$ cat src/rtl/irpfr_pkg.sv
`default_nettype none

package irpfr_pkg;

    localparam int TIMER_W   = 8;
    localparam int CFG_W     = 8;
    localparam int FRAME_W   = 13;
    localparam int IDX_W     = 4;
    localparam int DATA_W    = 6;
    localparam int PADDR_W   = 4;
    localparam int PDATA_W   = 32;

    localparam logic [IDX_W-1:0]   LAST_BIT      = IDX_W'(12);
    localparam logic [4:0]         FRAME_TAG     = 5'h05;
    localparam logic [CFG_W-1:0]   LONG_WAIT_RST = CFG_W'(161);
    localparam logic [CFG_W-1:0]   BIT_WAIT_RST  = CFG_W'(77);
    localparam logic [CFG_W-1:0]   SAMPLE_RST    = CFG_W'(57);

    // request codes
    localparam logic [1:0] REQ_TICK = 2'd0;
    localparam logic [1:0] REQ_EDGE = 2'd1;
    localparam logic [1:0] REQ_READ = 2'd2;

    // register indexes, paddr[3:2]
    localparam logic [1:0] REG_LONG_WAIT = 2'd0;
    localparam logic [1:0] REG_BIT_WAIT  = 2'd1;
    localparam logic [1:0] REG_SAMPLE    = 2'd2;

    typedef struct packed {
        logic [CFG_W-1:0] long_wait;
        logic [CFG_W-1:0] bit_wait;
        logic [CFG_W-1:0] sample_delay;
    } t_cfg;

    typedef struct packed {
        logic             started;
        logic             waiting;
        logic [IDX_W-1:0] bit_index;
    } t_status;

endpackage

`default_nettype wire

$ cat src/rtl/irpfr_cfg.sv
`default_nettype none

module irpfr_cfg
    import irpfr_pkg::*;
(
    input  wire logic               i_clk,
    input  wire logic               i_rst_n,
    input  wire logic               psel,
    input  wire logic               penable,
    input  wire logic               pwrite,
    input  wire logic [PADDR_W-1:0] paddr,
    input  wire logic [PDATA_W-1:0] pwdata,
    output logic      [PDATA_W-1:0] prdata,
    output logic                    pready,
    output t_cfg                    o_cfg
);

    t_cfg       r_cfg;
    t_cfg       n_cfg;
    logic [1:0] reg_sel;
    logic       wr_en;

    assign reg_sel = paddr[3:2];
    assign wr_en   = psel && penable && pwrite;
    assign pready  = 1'b1;
    assign o_cfg   = r_cfg;

    always_comb begin
        n_cfg = r_cfg;
        if (wr_en) begin
            case (reg_sel)
                REG_LONG_WAIT: n_cfg.long_wait    = pwdata[CFG_W-1:0];
                REG_BIT_WAIT:  n_cfg.bit_wait     = pwdata[CFG_W-1:0];
                REG_SAMPLE:    n_cfg.sample_delay = pwdata[CFG_W-1:0];
                default:       n_cfg = r_cfg;
            endcase
        end
    end

    always_comb begin
        case (reg_sel)
            REG_LONG_WAIT: prdata = PDATA_W'(r_cfg.long_wait);
            REG_BIT_WAIT:  prdata = PDATA_W'(r_cfg.bit_wait);
            REG_SAMPLE:    prdata = PDATA_W'(r_cfg.sample_delay);
            default:       prdata = '0;
        endcase
    end

    always_ff @(posedge i_clk) begin
        if (!i_rst_n) begin
            r_cfg.long_wait    <= LONG_WAIT_RST;
            r_cfg.bit_wait     <= BIT_WAIT_RST;
            r_cfg.sample_delay <= SAMPLE_RST;
        end else begin
            r_cfg <= n_cfg;
        end
    end

endmodule

`default_nettype wire

$ cat src/rtl/irpfr_core.sv
`default_nettype none

module irpfr_core
    import irpfr_pkg::*;
(
    input  wire logic              i_clk,
    input  wire logic              i_rst_n,
    input  wire logic              i_step,
    input  wire logic [1:0]        i_req_type,
    input  wire logic              i_pin_level,
    input  wire t_cfg              i_cfg,
    output logic                   o_data_ready,
    output logic      [DATA_W-1:0] o_read_data,
    output t_status                o_status
);

    logic               r_idle,    n_idle;
    logic               r_started, n_started;
    logic               r_waiting, n_waiting;
    logic               r_timeout, n_timeout;
    logic               r_ready,   n_ready;
    logic               r_running, n_running;
    logic [IDX_W-1:0]   r_idx,     n_idx;
    logic [FRAME_W-1:0] r_frame,   n_frame;
    logic [TIMER_W-1:0] r_count,   n_count;
    logic [CFG_W-1:0]   r_limit,   n_limit;
    logic [DATA_W-1:0]  rd_data;
    logic               expiry;

    assign expiry = r_running && (r_count == TIMER_W'(r_limit));

    always_comb begin
        n_idle    = r_idle;
        n_started = r_started;
        n_waiting = r_waiting;
        n_timeout = r_timeout;
        n_ready   = r_ready;
        n_running = r_running;
        n_idx     = r_idx;
        n_frame   = r_frame;
        n_count   = r_count;
        n_limit   = r_limit;
        rd_data   = '0;
        case (i_req_type)
            REQ_TICK: begin
                if (r_running && !expiry) begin
                    n_count = r_count + 1'b1;
                end else if (expiry) begin
                    n_count = '0;
                    if (r_timeout) begin
                        // second expiry without an edge stops the timer
                        n_running = 1'b0;
                        n_idle    = 1'b1;
                        n_started = 1'b0;
                        n_waiting = 1'b0;
                        n_idx     = '0;
                        n_ready   = 1'b0;
                        n_frame   = '0;
                        n_timeout = 1'b0;
                    end else if (!r_started && !i_pin_level) begin
                        // bad start level, index cleared
                        n_timeout = 1'b0;
                        n_limit   = i_cfg.bit_wait;
                        n_idle    = 1'b1;
                        n_waiting = 1'b0;
                        n_idx     = '0;
                        n_ready   = 1'b0;
                        n_frame   = '0;
                    end else begin
                        n_timeout = 1'b1;
                        n_limit   = i_cfg.bit_wait;
                        if (r_started) begin
                            // active-low data, shift of 1 past the top gives 0
                            if (!i_pin_level) begin
                                n_frame = r_frame | (FRAME_W'(1) << r_idx);
                            end
                            n_waiting = 1'b0;
                        end else begin
                            n_started = 1'b1;
                        end
                        n_idx = r_idx + 1'b1;
                        if (n_idx > LAST_BIT) begin
                            n_idle    = 1'b1;
                            n_started = 1'b0;
                            n_waiting = 1'b0;
                            n_idx     = '0;
                            if (n_frame[FRAME_W-1:8] == FRAME_TAG) begin
                                n_ready = 1'b1;
                            end else begin
                                n_ready   = 1'b0;
                                n_frame   = '0;
                                n_timeout = 1'b0;
                            end
                        end
                    end
                end
            end
            REQ_EDGE: begin
                n_timeout = 1'b0;
                if (r_idle) begin
                    n_idle    = 1'b0;
                    n_frame   = '0;
                    n_count   = '0;
                    n_limit   = i_cfg.long_wait;
                    n_running = 1'b1;
                end else if (r_started && !r_waiting) begin
                    n_waiting = 1'b1;
                    n_count   = '0;
                    n_limit   = i_cfg.sample_delay;
                    n_running = 1'b1;
                end else begin
                    n_idle    = 1'b1;
                    n_started = 1'b0;
                    n_waiting = 1'b0;
                    n_idx     = '0;
                    n_ready   = 1'b0;
                    n_frame   = '0;
                end
            end
            REQ_READ: begin
                if (r_ready) begin
                    n_ready = 1'b0;
                    rd_data = r_frame[DATA_W:1];
                end
            end
            default: begin
                n_ready = r_ready;
            end
        endcase
    end

    assign o_data_ready       = n_ready;
    assign o_read_data        = rd_data;
    assign o_status.started   = r_started;
    assign o_status.waiting   = r_waiting;
    assign o_status.bit_index = r_idx;

    always_ff @(posedge i_clk) begin
        if (!i_rst_n) begin
            r_idle    <= 1'b1;
            r_started <= 1'b0;
            r_waiting <= 1'b0;
            r_timeout <= 1'b0;
            r_ready   <= 1'b0;
            r_running <= 1'b0;
            r_idx     <= '0;
            r_frame   <= '0;
            r_count   <= '0;
            r_limit   <= '0;
        end else if (i_step) begin
            r_idle    <= n_idle;
            r_started <= n_started;
            r_waiting <= n_waiting;
            r_timeout <= n_timeout;
            r_ready   <= n_ready;
            r_running <= n_running;
            r_idx     <= n_idx;
            r_frame   <= n_frame;
            r_count   <= n_count;
            r_limit   <= n_limit;
        end
    end

endmodule

`default_nettype wire

$ cat src/rtl/ir_pulse_frame_receiver_core.sv
// channel   direction  handshake                  payload
// request   in         i_in_valid / o_in_ready    i_req_type, i_pin_level
// result    out        o_out_valid / i_out_ready  o_data_ready, o_read_data
// config    in         apb psel / penable         paddr, pwdata, prdata
//
// one word per cycle unless stalled: state updates at the accepting edge and
// the result is registered at that same edge, offered from the next cycle
// a request word is taken whenever the output register is empty or draining
// synchronous active-low reset: idle, timer stopped, limits at defaults
`default_nettype none

module ir_pulse_frame_receiver_core
    import irpfr_pkg::*;
(
    input  wire logic               i_clk,
    input  wire logic               i_rst_n,
    input  wire logic               i_in_valid,
    output logic                    o_in_ready,
    input  wire logic [1:0]         i_req_type,
    input  wire logic               i_pin_level,
    output logic                    o_out_valid,
    input  wire logic               i_out_ready,
    output logic                    o_data_ready,
    output logic      [DATA_W-1:0]  o_read_data,
    input  wire logic               psel,
    input  wire logic               penable,
    input  wire logic               pwrite,
    input  wire logic [PADDR_W-1:0] paddr,
    input  wire logic [PDATA_W-1:0] pwdata,
    output logic      [PDATA_W-1:0] prdata,
    output logic                    pready
);

    t_cfg              cfg;
    t_status           status;
    logic              step;
    logic              res_ready;
    logic [DATA_W-1:0] res_data;
    logic              r_out_valid;
    logic              r_out_ready_flag;
    logic [DATA_W-1:0] r_out_data;

    assign o_in_ready = !r_out_valid || i_out_ready;
    assign step       = i_in_valid && o_in_ready;

    irpfr_cfg u_cfg (
        .i_clk   (i_clk),
        .i_rst_n (i_rst_n),
        .psel    (psel),
        .penable (penable),
        .pwrite  (pwrite),
        .paddr   (paddr),
        .pwdata  (pwdata),
        .prdata  (prdata),
        .pready  (pready),
        .o_cfg   (cfg)
    );

    irpfr_core u_core (
        .i_clk        (i_clk),
        .i_rst_n      (i_rst_n),
        .i_step       (step),
        .i_req_type   (i_req_type),
        .i_pin_level  (i_pin_level),
        .i_cfg        (cfg),
        .o_data_ready (res_ready),
        .o_read_data  (res_data),
        .o_status     (status)
    );

    always_ff @(posedge i_clk) begin
        if (!i_rst_n) begin
            r_out_valid <= 1'b0;
        end else if (o_in_ready) begin
            r_out_valid <= i_in_valid;
        end
    end

    always_ff @(posedge i_clk) begin
        if (step) begin
            r_out_ready_flag <= res_ready;
            r_out_data       <= res_data;
        end
    end

    assign o_out_valid  = r_out_valid;
    assign o_data_ready = r_out_ready_flag;
    assign o_read_data  = r_out_data;

    // no bit is counted before the start level has been seen
    a_idx_needs_start: assert property (@(posedge i_clk) disable iff (!i_rst_n)
        !status.started |-> status.bit_index == '0)
        else $error("bit index moved without a start");

    a_wait_needs_start: assert property (@(posedge i_clk) disable iff (!i_rst_n)
        status.waiting |-> status.started)
        else $error("sample wait outside a frame");

    a_idx_range: assert property (@(posedge i_clk) disable iff (!i_rst_n)
        status.bit_index <= LAST_BIT)
        else $error("bit index past frame end");

    // a read that returns data always consumes the frame
    a_read_clears: assert property (@(posedge i_clk) disable iff (!i_rst_n)
        (o_out_valid && o_read_data != '0) |-> !o_data_ready)
        else $error("ready still set after data read");

endmodule

`default_nettype wire
$ cat config.mk
export PLATFORM = sky130hd
export DESIGN_NAME = ir_pulse_frame_receiver_core
export DESIGN_NICKNAME = d
export VERILOG_FILES = /design/src/rtl/irpfr_pkg.sv /design/src/rtl/irpfr_cfg.sv /design/src/rtl/irpfr_core.sv /design/src/rtl/ir_pulse_frame_receiver_core.sv
export SDC_FILE = /design/constraint.sdc
export NUM_CORES = 1
export LEC_CHECK = 0
export BUFFER_PORTS_ARGS = -buffer_cell sky130_fd_sc_hd__buf_2
export CAP_MARGIN = 20
export CORE_ASPECT_RATIO = 0.6
export CORE_MARGIN = 3
export CORE_UTILIZATION = 58
export DETAILED_ROUTE_END_ITERATION = 8
export GPL_TIMING_DRIVEN = 1
export PLACE_DENSITY = 0.83
export SLEW_MARGIN = 20
export SYNTH_ARGS = -nofsm -noshare
export SYNTH_HDL_FRONTEND = slang
export SYNTH_SLANG_ARGS = --single-unit
$ cat constraint.sdc
create_clock -name i_clk -period 6.4 [get_ports i_clk]
set_input_delay 1.28 -clock i_clk [delete_from_list [all_inputs] [get_ports i_clk]]
set_output_delay 1.28 -clock i_clk [all_outputs]
set_load 0.05 [all_outputs]
==> impl_table.tex, run 1 <==
\begin{tabular}{lr}
\hline
Metric & Value \\
\hline
\multicolumn{2}{l}{\textbf{Outcome}} \\
\quad Result of the run & complete, no violations \\
\multicolumn{2}{l}{\textbf{Worst hold path}} \\
\quad Worst hold path type & register to register \\
\quad Worst Hold Depth & 2 \\
\quad Hold worst-path end & u\_core.r\_waiting\$\_SDFFE\_PN0P\_ \\
\quad Hold path startpoint & u\_core.r\_waiting\$\_SDFFE\_PN0P\_ \\
\multicolumn{2}{l}{\textbf{Logic synthesis}} \\
\quad Number of enable-type register cells in the synthesized netlist & 7 \\
\quad Mapped Cells & 429 \\
\quad Most frequent cell after synthesis & nand2\_1 \\
\quad Cell area after synthesis & $\sim$0.0037 mm² \\
\quad Number of register bits inferred by synthesis & 69 \\
\quad Count of different cell masters after synthesis & 57 \\
\quad Post-synth top cells & nand2\_1, dfxtp\_1, mux2i\_1, nor2\_1, buf\_4 \\
\quad Biggest area contributors in the synthesized netlist & dfxtp\_1, mux2i\_1, nand2\_1, edfxtp\_1, buf\_4 \\
\quad Fraction of synthesis flops using an asynchronous set or reset pin & 0 \\
\quad Sequential fraction of the synthesis area & 0.387 \\
\quad Yosys top cell by area & dfxtp\_1 \\
\quad Commonest register cell after synthesis & dfxtp\_1 \\
\quad Synthesized area divided by synthesized cell count & 8.74 µm² \\
\quad Yosys top cell area share & 0.331 \\
\quad Number of warning messages in the yosys log & 0 \\
\multicolumn{2}{l}{\textbf{Routing}} \\
\quad DRC violation count after routing & 0 \\
\quad Vias post-DR & 3176 \\
\quad Final routed wire length divided by cell count & about 16 µm \\
\quad DRT Wirelength & around 8900 µm \\
\quad Via density per instance & a little under 6 \\
\quad Number of iterations in the first detailed-routing pass & 6 \\
\quad Antenna violation net count after detailed routing & 0 \\
\quad DRC marker count from the first detailed-route iteration & 395 \\
\multicolumn{2}{l}{\textbf{Finish}} \\
\quad Area of all sequential standard cells & $\sim$0.0015 mm² \\
\quad P\&R area growth vs syn & 10.5\% \\
\quad Total of fill cells in the finished design & between 400 and 500 \\
\quad Multi-input combinational cell area & about 0.0021 mm² \\
\quad Post-layout instance count excluding filler cells & roughly 550 \\
\quad Number of inserted diodes & 0 \\
\quad Net count of the finished layout & a little over 500 \\
\quad Proportion of layout cells with a drive suffix above 1 & 0.146 \\
\multicolumn{2}{l}{\textbf{Global routing}} \\
\quad Global-route wire length before repair & $\sim$14000 µm \\
\quad Overall global routing resource usage & 0.255 \\
\quad Initial antenna violation count & 0 \\
\quad Total grt overflow & 0 \\
\quad Pin count of the biggest net entering global routing & 59 \\
\quad Via count of the first global-routing pass & between 2k and 3k \\
\multicolumn{2}{l}{\textbf{STA}} \\
\quad Fmax achieved & approximately 250 MHz \\
\quad Final period util & 0.628 \\
\quad Total count of max-transition violations in the final report & 0 \\
\quad Worst hold slack after final layout & 0.456 ns \\
\quad Slew HR & 0.237 \\
\quad Worst Clk Skew & between 0.006 and 0.007 ns \\
\quad Worst slew pin tran & $\sim$1.1 ns \\
\quad Hold violation total from the final report & 0 \\
\quad Total of endpoints with negative setup slack in the final report & 0 \\
\quad Total Negative Setup Slacks & 0 ns \\
\quad RSZ-0062 raised after global routing & no \\
\quad Post-route minimum period & 4.02 ns \\
\multicolumn{2}{l}{\textbf{Place}} \\
\quad Final GP Congestion & 0.931 \\
\quad Number of cells in the design after placement & between 500 and 600 \\
\quad Port bufs & 36 \\
\quad HPWL after DPL & $\sim$5900 µm \\
\multicolumn{2}{l}{\textbf{Power and ir drop}} \\
\quad Peak ir drop on the vdd network & between 0.1 and 0.15 mV \\
\quad Proportion of power drawn by the clock network & 0.440 \\
\quad Pint & 773 µW \\
\quad Cell Pwr Density & about 250 mW/mm² \\
\quad Net Sw Frac & 0.267 \\
\quad Switching power total & about 280 µW \\
\quad Leakage component of the power & between 0.0015 and 0.002 µW \\
\quad Relative contribution of sequential cells to total power & 0.428 \\
\quad Logic gate share of total power & 0.132 \\
\multicolumn{2}{l}{\textbf{Setup path}} \\
\quad Crit path from & paddr[2] \\
\quad Minimum setup slack among reg-to-reg paths & 3.65 ns \\
\quad Max FO, Critical Path & 20 \\
\quad Type of the worst setup path & primary input to output pin \\
\quad Required @ worst endpoint & 5.12 ns \\
\quad Endpoint arrival time on the critical path & $\sim$2.7 ns \\
\quad Kind of start point of the critical path & primary input \\
\quad Start of the worst register-to-register path & u\_core.r\_idx[0]\$\_SDFFE\_PN0P\_ \\
\quad Worst r2r path cells & 8 \\
\quad Reg2Reg Capture Point & u\_core.r\_frame[5]\$\_SDFFE\_PN0P\_ \\
\quad Worst setup EP type & output pin \\
\multicolumn{2}{l}{\textbf{Die}} \\
\quad DIE WIDTH & around 110 µm \\
\quad Starting Density & 0.634 \\
\quad Number of I/O pins & between 80 and 90 \\
\quad Die Y & just under 70 µm \\
\quad Number of core rows & 21 \\
\quad Die footprint & $\sim$0.0075 mm² \\
\quad CORE AREA & just under 0.006 mm² \\
\multicolumn{2}{l}{\textbf{Clock network}} \\
\quad Source-to-sink clock delay at the later pin of the worst-skew pair & between 0.3 and 0.4 ns \\
\quad CTS-repair resized insts & 0 \\
\quad CTS Buf Count & 9 \\
\quad Clock tree from TritonCTS & done \\
\quad Clock-pin slew of the registers on the worst-case setup and hold paths & 0.07 ns \\
\quad Maximum clock path buffer count & 2 \\
\quad Root buffer selected by CTS & clkbuf\_8 \\
\quad Hold buffer count at CTS & 0 \\
\quad Number of buffers inserted to repair setup after CTS & 0 \\
\quad Clock tree sinks & 69 \\
\quad Htree depth & 3 \\
\multicolumn{2}{l}{\textbf{Flow run}} \\
\quad \# Max-Cap Violations & 0 \\
\hline
\end{tabular}
[critical path, stage by stage]
cell and delay [ns]:
buf_2 0.26, nor2b_1 0.65, nand2_1 0.10, o21ai_0 0.13, buf_2 0.32
[power groups by stage]
stage | clock [µW] | sequential [µW] | combinational (µW)
2_1_floorplan | 0 | 467 | 112
3_3_place_gp | 0 | 461 | 134
3_5_place_dp | 0 | 462 | 136
4_1_cts | 466 | 452 | 137
5_1_grt | 490 | 453 | 148
6_report | 464 | 452 | 139
[flip-flops by register name, summed over array words and instances, names as in the netlist]
register / flops
o_data_ready: 1
o_out_valid: 1
o_read_data: 6
u_cfg.o_cfg: 24
u_core.r_count: 8
u_core.r_frame: 11
u_core.r_idle: 1
u_core.r_idx: 4
u_core.r_limit: 8
u_core.r_ready: 1
u_core.r_running: 1
u_core.r_started: 1
u_core.r_timeout: 1
u_core.r_waiting: 1
[worst max path at each step]
| stage | slack, ns | endpoint |
|---|---|---|
| floorplan | 1.90 | prdata[5] |
| global route | 2.27 | prdata[7] |
| global placement | 2.40 | prdata[7] |
| finish | 2.38 | prdata[7] |
| CTS | 2.39 | prdata[7] |
| detailed placement | 2.42 | prdata[7] |
[placed cells by master, fill, tap and decap left out, drive strengths merged, types with 4 or more instances in the layout]
cell / n
mux2i: 37
nor2: 26
inv: 6
clkbuf: 9
nor2b: 14
o211ai: 9
and2: 8
a21oi: 7
nand2: 71
a31oi: 8
buf: 38
xnor2: 5
xor2: 11
conb: 25
nand3: 22
ha: 7
nor3: 7
nor4: 4
or3: 5
o21ai: 17
a21boi: 15
nand4: 4
bufinv: 4
dfxtp: 62
edfxtp: 7
[cells by family after synthesis]
family	after synthesis	share of synthesized area
mux	37	0.0988
fa+ha+maj	7	0.0234
simple gates	178	0.240
xor+xnor	16	0.0374
flops	69	0.387
other cells	2	0.00200
compound gates	73	0.139
buf+inv	47	0.0724
[cell type report]
class | instances | share of cell area
Multi-Input combinational cell | 336 | 0.510
Inverter | 6 | 0.00544
Clock inverter | 7 | 0.0332
Tap cell | 80 | 0.0242
Timing Repair Buffer | 38 | 0.0471
Sequential cell | 69 | 0.350
Clock buffer | 9 | 0.0299
[metrics by stage]
step / worst slack (ns) / area (µm²) / utilization / power (µW)
floorplan: 1.90 / 3830 / - / 580
global placement: 2.40 / 3880 / 0.657 / 595
detailed placement: 2.42 / 3880 / 0.657 / 598
CTS: 2.39 / 4140 / 0.701 / 1050
global route: 2.27 / 4140 / 0.701 / 1090
finish: 2.38 / 4140 / 0.701 / 1060
[layer usage]
metal  up-vias  global-route usage  share of wire
met2       184               0.378           0.42
met4         0              0.0886          0.019
met3        24              0.0613           0.10
met5         -                   0              0
met1      1454               0.363           0.46
li1       1514                   -              -
No activity file was read; power rests on OpenSTA's default activity.
==> run 2: changes to the inputs <==
--- a/config.mk
+++ b/config.mk
@@ -9,10 +9,10 @@
 export CAP_MARGIN = 20
 export CORE_ASPECT_RATIO = 0.6
 export CORE_MARGIN = 3
-export CORE_UTILIZATION = 58
+export CORE_UTILIZATION = 54
 export DETAILED_ROUTE_END_ITERATION = 8
 export GPL_TIMING_DRIVEN = 1
-export PLACE_DENSITY = 0.83
+export PLACE_DENSITY = 0.78
 export SLEW_MARGIN = 20
 export SYNTH_ARGS = -nofsm -noshare
 export SYNTH_HDL_FRONTEND = slang
==> constraint.sdc (replaced) <==
create_clock -name i_clk -period 3.92 [get_ports i_clk]
set_input_delay 0.784 -clock i_clk [delete_from_list [all_inputs] [get_ports i_clk]]
set_output_delay 0.784 -clock i_clk [all_outputs]
set_load 0.05 [all_outputs]
==> impl_table.tex, run 2 (synthesis gave the netlist of run 1 again) <==
\begin{tabular}{lr}
\hline
Metric & Value \\
\hline
\multicolumn{2}{l}{\textbf{Routing}} \\
\quad DRT Wirelength & 8740 µm (-1.6\%) \\
\quad DRC marker count from the first detailed-route iteration & 312 (-21\%) \\
\quad Final routed wire length divided by cell count & 15.9 µm (-2.3\%) \\
\quad Antenna violation net count after detailed routing & 0 (unchanged) \\
\quad Vias post-DR & 3154 (-0.69\%) \\
\quad Met3 routed WL & 841 µm (-5.9\%) \\
\quad Amount of wire on met2 after detailed routing & 3600 µm (-3.6\%) \\
\quad Metal-1 WL & 4190 µm (+2.4\%) \\
\quad Via density per instance & 5.74 (-1.4\%) \\
\quad Number of iterations in the first detailed-routing pass & 5 (-1) \\
\quad DRC violation count after routing & 0 (unchanged) \\
\quad Highest signal layer in the routed design & met4 \\
\multicolumn{2}{l}{\textbf{Clock network}} \\
\quad Htree depth & 3 (unchanged) \\
\quad Number of buffers inserted to repair setup after CTS & 0 (unchanged) \\
\quad Source-to-sink clock delay at the later pin of the worst-skew pair & 0.33 ns (about the same) \\
\quad Root buffer selected by CTS & clkbuf\_16 \\
\quad Clock tree from TritonCTS & done \\
\quad Maximum clock path buffer count & 2 (unchanged) \\
\quad CTS-repair resized insts & 0 (unchanged) \\
\quad CTS Buf Count & 9 (unchanged) \\
\quad Hold buffer count at CTS & 0 (unchanged) \\
\quad Clock-pin slew of the registers on the worst-case setup and hold paths & 0.05 ns (-0.02 ns) \\
\quad Clock tree sinks & 69 (unchanged) \\
\multicolumn{2}{l}{\textbf{Power and ir drop}} \\
\quad Peak ir drop on the vdd network & 0.325 mV (+130\%) \\
\quad Post-layout power & 1710 µW (+62\%) \\
\quad Logic gate share of total power & 0.132 (about the same) \\
\quad Cell Pwr Density & 411 mW/mm² (+61\%) \\
\quad Pint & 1240 µW (+61\%) \\
\quad Net Sw Frac & 0.274 (+0.00698) \\
\quad Leakage component of the power & 0.00176 µW (+0.18\%) \\
\quad Switching power total & 469 µW (+66\%) \\
\quad Relative contribution of sequential cells to total power & 0.432 (+0.004) \\
\quad Proportion of power drawn by the clock network & 0.436 (-0.004) \\
\multicolumn{2}{l}{\textbf{Finish}} \\
\quad P\&R area growth vs syn & 10.9\% \\
\quad Commonest cells after routing, fill and taps aside & nand2\_1, dfxtp\_1, mux2i\_1 \\
\quad Proportion of layout cells with a drive suffix above 1 & 0.140 (-0.00645) \\
\quad Net count of the finished layout & 513 (unchanged) \\
\quad Max FFs per register & 24 (unchanged) \\
\quad Multi-input combinational cell area & 0.00211 mm² (unchanged) \\
\quad Total of fill cells in the finished design & 541 (+14\%) \\
\quad Number of inserted diodes & 0 (unchanged) \\
\quad Area of all sequential standard cells & 0.00145 mm² (unchanged) \\
\quad Most frequent standard cell in the layout excluding fill and tap cells & nand2\_1 \\
\multicolumn{2}{l}{\textbf{STA}} \\
\quad Worst Clk Skew & 0.00443 ns (-0.00162 ns) \\
\quad RSZ-0062 raised after global routing & no \\
\quad Total Negative Setup Slacks & 0 ns (unchanged) \\
\quad Hold violation total from the final report & 0 (unchanged) \\
\quad Slew HR & 0.313 (+0.0754) \\
\quad Total count of max-transition violations in the final report & 0 (unchanged) \\
\quad Worst slew pin tran & 1.03 ns (-0.113 ns) \\
\quad Fmax achieved & 343 MHz \\
\quad Post-route minimum period & a little under 3 ns \\
\quad Final period util & 0.744 \\
\quad Worst hold slack after final layout & 0.458 ns (+0.00234 ns) \\
\quad Total of endpoints with negative setup slack in the final report & 0 (unchanged) \\
\multicolumn{2}{l}{\textbf{Global routing}} \\
\quad Overall global routing resource usage & 0.219 (-0.0363) \\
\quad Pin count of the biggest net entering global routing & 37 (-37\%) \\
\quad Total grt overflow & 0 (unchanged) \\
\quad Via count of the first global-routing pass & 2829 (-3.1\%) \\
\quad Initial antenna violation count & 0 (unchanged) \\
\quad Global-route wire length before repair & 13900 µm (-3.7\%) \\
\multicolumn{2}{l}{\textbf{Setup path}} \\
\quad Type of the worst setup path & primary input to output pin \\
\quad Kind of start point of the critical path & primary input \\
\quad Delay contributed by the slowest stage of the critical path & 0.59 ns (-0.06 ns) \\
\quad Cell repeated most along the worst path & buf\_2 \\
\quad Minimum setup slack among reg-to-reg paths & 1.34 ns (-2.31 ns) \\
\quad Critical path, cell by cell & buf\_2, nor2b\_1, nand2\_1, o21ai\_0, buf\_2 \\
\quad Crit path from & paddr[2] \\
\quad Required @ worst endpoint & 3.14 ns (-1.98 ns) \\
\quad Worst setup EP type & output pin \\
\quad Endpoint arrival time on the critical path & 2.13 ns (-0.61 ns) \\
\quad Max FO, Critical Path & 20 (unchanged) \\
\quad Cell with the largest stage delay on the worst path & nor2b\_1 \\
\quad Start of the worst register-to-register path & o\_out\_valid\$\_SDFFE\_PN0N\_ \\
\multicolumn{2}{l}{\textbf{Worst hold path}} \\
\quad Worst hold path type & register to register \\
\quad Hold path startpoint & u\_core.r\_frame[10]\$\_SDFFE\_PN0P\_ \\
\multicolumn{2}{l}{\textbf{Die}} \\
\quad Number of core rows & 22 (+4.8\%) \\
\quad Starting Density & 0.584 (-0.0496) \\
\quad Number of I/O pins & 88 (unchanged) \\
\quad Die Y & 70.5 µm (+3.3\%) \\
\quad DIE WIDTH & 114 µm (+3.4\%) \\
\quad CORE AREA & 0.00641 mm² (+8.5\%) \\
\quad Die footprint & 0.00801 mm² (+6.9\%) \\
\multicolumn{2}{l}{\textbf{Place}} \\
\quad Port bufs & 36 (unchanged) \\
\quad Final GP Congestion & 0.873 (-6.2\%) \\
\quad HPWL after DPL & 6220 µm (+4.7\%) \\
\multicolumn{2}{l}{\textbf{Outcome}} \\
\quad Result of the run & complete, no violations \\
\multicolumn{2}{l}{\textbf{Flow run}} \\
\quad \# Max-Cap Violations & 0 (unchanged) \\
\hline
\end{tabular}
[run 2: cell types whose count changed in the layout (fill, tap and decap cells not counted), sizes merged]
cell    delta
clkbuf     +6
bufinv     -4
clkinv     -2
[run 2: final timing paths]
kind | depth (start not counted) | endpoint
setup reg to reg | 6 | u_core.r_frame[8]$_SDFFE_PN0P_
hold / removal | 2 | u_core.r_frame[10]$_SDFFE_PN0P_
setup / recovery | 5 | prdata[7]
hold reg to reg | 2 | u_core.r_frame[10]$_SDFFE_PN0P_
[run 2: layout make-up]
class / count / share of cell area
Clock buffer: 15 / 0.0644
Clock inverter: 1 / 0.00120
Inverter: 6 / 0.00542
Multi-Input combinational cell: 336 / 0.508
Sequential cell: 69 / 0.349
Tap cell: 84 / 0.0253
Timing Repair Buffer: 38 / 0.0469
[run 2: power by group through the flow]
stage | clock, µW | sequential (µW) | combinational, µW
floorplan | 0 | 763 | 183
global placement | 0 | 753 | 218
detailed placement | 0 | 754 | 222
CTS | 750 | 739 | 223
global route | 782 | 741 | 239
finish | 746 | 740 | 225
[run 2: metrics by stage]
step           area (µm²)  worst slack, ns  utilization  instances
2_1_floorplan        3830            0.414            -        452
3_3_place_gp         3890             1.01        0.606        533
3_5_place_dp         3890            0.913        0.606        533
4_1_cts              4160            0.998        0.648        549
5_1_grt              4160            0.849        0.648        549
6_report             4160             1.00        0.648        549
[run 2: per-layer routing]
| layer | GRT usage | vias to the layer above |
|---|---|---|
| li1 | - | 1517 |
| met1 | 0.322 | 1448 |
| met2 | 0.303 | 163 |
| met3 | 0.0769 | 26 |
| met4 | 0.0613 | 0 |
| met5 | 0 | - |
[run 2: worst max-delay path, delay by kind of cell]
family,cells,cell delay (ns)
buffers and inverters,2,0.55
and+or+nand+nor,2,0.70
AOI/OAI and AO/OA,1,0.10
==> run 3: changes to the inputs <==
--- a/config.mk
+++ b/config.mk
@@ -5,14 +5,15 @@
 export SDC_FILE = /design/constraint.sdc
 export NUM_CORES = 1
 export LEC_CHECK = 0
+export ABC_AREA = 1
 export BUFFER_PORTS_ARGS = -buffer_cell sky130_fd_sc_hd__buf_2
 export CAP_MARGIN = 20
 export CORE_ASPECT_RATIO = 0.6
 export CORE_MARGIN = 3
-export CORE_UTILIZATION = 54
+export CORE_UTILIZATION = 49
 export DETAILED_ROUTE_END_ITERATION = 8
 export GPL_TIMING_DRIVEN = 1
-export PLACE_DENSITY = 0.78
+export PLACE_DENSITY = 0.75
 export SLEW_MARGIN = 20
 export SYNTH_ARGS = -nofsm -noshare
 export SYNTH_HDL_FRONTEND = slang
==> constraint.sdc (replaced) <==
create_clock -name i_clk -period 2.5 [get_ports i_clk]
set_input_delay 0.5 -clock i_clk [delete_from_list [all_inputs] [get_ports i_clk]]
set_output_delay 0.5 -clock i_clk [all_outputs]
set_load 0.05 [all_outputs]
==> impl_table.tex, run 3 <==
\begin{tabular}{lr}
\hline
Metric & Value \\
\hline
\multicolumn{2}{l}{\textbf{Logic synthesis}} \\
\quad Cell area after synthesis & 0.00380 mm² (+1.5\%) \\
\quad Count of different cell masters after synthesis & 36 (-37\%) \\
\quad Sequential fraction of the synthesis area & 0.381 (-0.00573) \\
\quad Mapped Cells & 539 (+26\%) \\
\quad Synthesized area divided by synthesized cell count & 7.06 µm² (-19\%) \\
\quad Biggest area contributors in the synthesized netlist & dfxtp\_1, nand2\_1, nor2\_1, edfxtp\_1, inv\_1 \\
\quad Post-synth top cells & nand2\_1, nor2\_1, dfxtp\_1, inv\_1, nand3\_1 \\
\quad Yosys top cell area share & 0.326 (-0.00490) \\
\quad Fraction of synthesis flops using an asynchronous set or reset pin & 0 (unchanged) \\
\quad Number of register bits inferred by synthesis & 69 (unchanged) \\
\quad Commonest register cell after synthesis & dfxtp\_1 \\
\quad Most frequent cell after synthesis & nand2\_1 \\
\quad Yosys top cell by area & dfxtp\_1 \\
\quad Number of warning messages in the yosys log & 0 (unchanged) \\
\quad Number of enable-type register cells in the synthesized netlist & 7 (unchanged) \\
\multicolumn{2}{l}{\textbf{STA}} \\
\quad Total Negative Setup Slacks & 0 ns (unchanged) \\
\quad Hold violation total from the final report & 0 (unchanged) \\
\quad Setup ws final & 0.359 ns (-0.643 ns) \\
\quad Total count of max-transition violations in the final report & 0 (unchanged) \\
\quad Fmax achieved & 467 MHz \\
\quad Post-route minimum period & 2.14 ns \\
\quad Worst Clk Skew & 0.00500 ns (+0.000571 ns) \\
\quad Final period util & 0.856 \\
\quad Total of endpoints with negative setup slack in the final report & 0 (unchanged) \\
\quad RSZ-0062 raised after global routing & no \\
\multicolumn{2}{l}{\textbf{Routing}} \\
\quad Antenna violation net count after detailed routing & 0 (unchanged) \\
\quad DRC marker count from the first detailed-route iteration & 261 (-16\%) \\
\quad Number of iterations in the first detailed-routing pass & 5 (unchanged) \\
\quad DRC violation count after routing & 0 (unchanged) \\
\quad DRT Wirelength & 8920 µm (+2.1\%) \\
\quad Vias post-DR & 3420 (+8.4\%) \\
\quad Via density per instance & 4.94 (-14\%) \\
\quad Final routed wire length divided by cell count & 12.9 µm (-19\%) \\
\multicolumn{2}{l}{\textbf{Finish}} \\
\quad Area of all sequential standard cells & 0.00145 mm² (unchanged) \\
\quad Proportion of layout cells with a drive suffix above 1 & 0.175 (+0.0351) \\
\quad Post-layout utilization of the core & 0.584 (-0.0646) \\
\quad Most frequent standard cell in the layout excluding fill and tap cells & nand2\_1 \\
\quad Net count of the finished layout & 637 (+24\%) \\
\quad Max FFs per register & 24 (unchanged) \\
\quad Final instance area & 0.00431 mm² (+3.7\%) \\
\quad Total of fill cells in the finished design & 707 (+31\%) \\
\quad P\&R area growth vs syn & 13.4\% \\
\quad Number of inserted diodes & 0 (unchanged) \\
\quad Multi-input combinational cell area & 0.00195 mm² (-7.5\%) \\
\quad Commonest cells after routing, fill and taps aside & nand2\_1, nor2\_1, dfxtp\_1 \\
\multicolumn{2}{l}{\textbf{Clock network}} \\
\quad Clock tree from TritonCTS & done \\
\quad Clock tree sinks & 69 (unchanged) \\
\quad Clock-pin slew of the registers on the worst-case setup and hold paths & 0.05 ns (about the same) \\
\quad Root buffer selected by CTS & clkbuf\_16 \\
\quad CTS Buf Count & 9 (unchanged) \\
\quad Hold buffer count at CTS & 0 (unchanged) \\
\quad Source-to-sink clock delay at the later pin of the worst-skew pair & 0.33 ns (about the same) \\
\quad Htree depth & 3 (unchanged) \\
\quad Maximum clock path buffer count & 2 (unchanged) \\
\quad Number of buffers inserted to repair setup after CTS & 0 (unchanged) \\
\quad CTS-repair resized insts & 0 (unchanged) \\
\multicolumn{2}{l}{\textbf{Global routing}} \\
\quad Met2 routing resource usage after global routing & 0.283 (-0.0195) \\
\quad Global-route met1 utilization & 0.298 (-0.0241) \\
\quad Initial antenna violation count & 0 (unchanged) \\
\quad Pin count of the biggest net entering global routing & 34 (-8.1\%) \\
\quad Peak-usage layer in the global routing report & met1 \\
\quad Total grt overflow & 0 (unchanged) \\
\quad Global-route wire length before repair & 14300 µm (+3.0\%) \\
\quad Via count of the first global-routing pass & 3002 (+6.1\%) \\
\quad GR Util met3 & 0.0722 (-0.00473) \\
\quad Overall global routing resource usage & 0.206 (-0.0133) \\
\multicolumn{2}{l}{\textbf{Die}} \\
\quad Die Y & 74.3 µm (+5.3\%) \\
\quad CORE AREA & 0.00739 mm² (+15\%) \\
\quad DIE WIDTH & 120 µm (+5.5\%) \\
\quad Number of core rows & 24 (+9.1\%) \\
\quad Starting Density & 0.515 (-0.0694) \\
\quad Die footprint & 0.00889 mm² (+11\%) \\
\quad Number of I/O pins & 88 (unchanged) \\
\multicolumn{2}{l}{\textbf{Place}} \\
\quad Post-placement worst setup slack & 0.359 ns (-0.554 ns) \\
\quad Port bufs & 36 (unchanged) \\
\quad HPWL after DPL & 6680 µm (+7.4\%) \\
\quad Final GP Congestion & 0.893 (+2.2\%) \\
\quad Instance area after placement & 0.00402 mm² (+3.5\%) \\
\multicolumn{2}{l}{\textbf{Power and ir drop}} \\
\quad Leakage component of the power & 0.00196 µW (+11\%) \\
\quad Post-layout power & 2830 µW (+65\%) \\
\quad Cell Pwr Density & 656 mW/mm² (+60\%) \\
\quad Peak ir drop on the vdd network & 0.522 mV (+60\%) \\
\multicolumn{2}{l}{\textbf{Setup path}} \\
\quad Worst setup EP type & output pin \\
\quad Cell repeated most along the worst path & buf\_2 \\
\quad Required @ worst endpoint & 2.00 ns (-1.14 ns) \\
\quad Delay contributed by the slowest stage of the critical path & 0.32 ns (-0.27 ns) \\
\quad Minimum setup slack among reg-to-reg paths & 0.59 ns (-0.75 ns) \\
\quad Critical path, cell by cell & buf\_2, inv\_1, nor2\_1, clkinv\_1, o211ai\_1, buf\_2 \\
\quad Max FO, Critical Path & 9 (-55\%) \\
\quad Kind of start point of the critical path & primary input \\
\quad Endpoint arrival time on the critical path & 1.64 ns (-0.49 ns) \\
\quad Cell with the largest stage delay on the worst path & buf\_2 \\
\quad Type of the worst setup path & primary input to output pin \\
\multicolumn{2}{l}{\textbf{Outcome}} \\
\quad Result of the run & complete, no violations \\
\multicolumn{2}{l}{\textbf{Worst hold path}} \\
\quad Worst hold path type & primary input to register \\
\multicolumn{2}{l}{\textbf{Flow run}} \\
\quad \# Max-Cap Violations & 0 (unchanged) \\
\hline
\end{tabular}
-- run 3: cell type report --
| cell class | count | area share |
|---|---|---|
| multi-input cells | 394 | 0.453 |
| flip-flops and latches | 69 | 0.337 |
| repair buffers | 43 | 0.0540 |
| clock buffers | 16 | 0.0676 |
| well taps | 104 | 0.0302 |
| inverters | 67 | 0.0589 |
-- run 3: worst paths after layout --
path	depth (start not counted)	startpoint	end
worst max-delay path	6	paddr[2]	prdata[7]
worst min-delay path	3	pwdata[0]	u_cfg.o_cfg[0]$_SDFFE_PN1P_
worst max register to register	13	u_core.r_idx[0]$_SDFFE_PN0P_	u_core.r_frame[4]$_SDFFE_PN0P_
worst min register to register	2	u_core.r_frame[4]$_SDFFE_PN0P_	u_core.r_frame[4]$_SDFFE_PN0P_
-- run 3: cells by family after synthesis --
logic type      after synthesis  share of synthesized area
xor+xnor                      3                    0.00691
compound gates               80                      0.131
flops                        69                      0.381
fa+ha+maj                     7                     0.0230
other cells                   2                    0.00197
buf+inv                      99                      0.128
simple gates                279                      0.328
-- run 3: where the power goes --
part	total [µW]	switching [µW]	internal, µW
Combinational	426	328	97.8
Clock	1220	441	781
Sequential	1180	28.3	1150
-- run 3: stage by stage --
step                hold slack [ns]  std cells
CTS                           0.409        693
global placement              0.451        677
global route                  0.409        693
detailed placement            0.457        677
finish                        0.417        693
floorplan                     0.436        562
-- run 3: routing by layer --
layer / wire length, µm / part of all wire
met2: 3570 / 0.40
met3: 739 / 0.083
met4: 116 / 0.013
met1: 4500 / 0.50
met5: 0 / 0
-- run 3: critical path, delay by kind of cell --
kind | cells | cell delay (ns)
AOI/OAI and AO/OA | 1 | 0.31
and+or+nand+nor | 1 | 0.09
buffers and inverters | 4 | 0.75
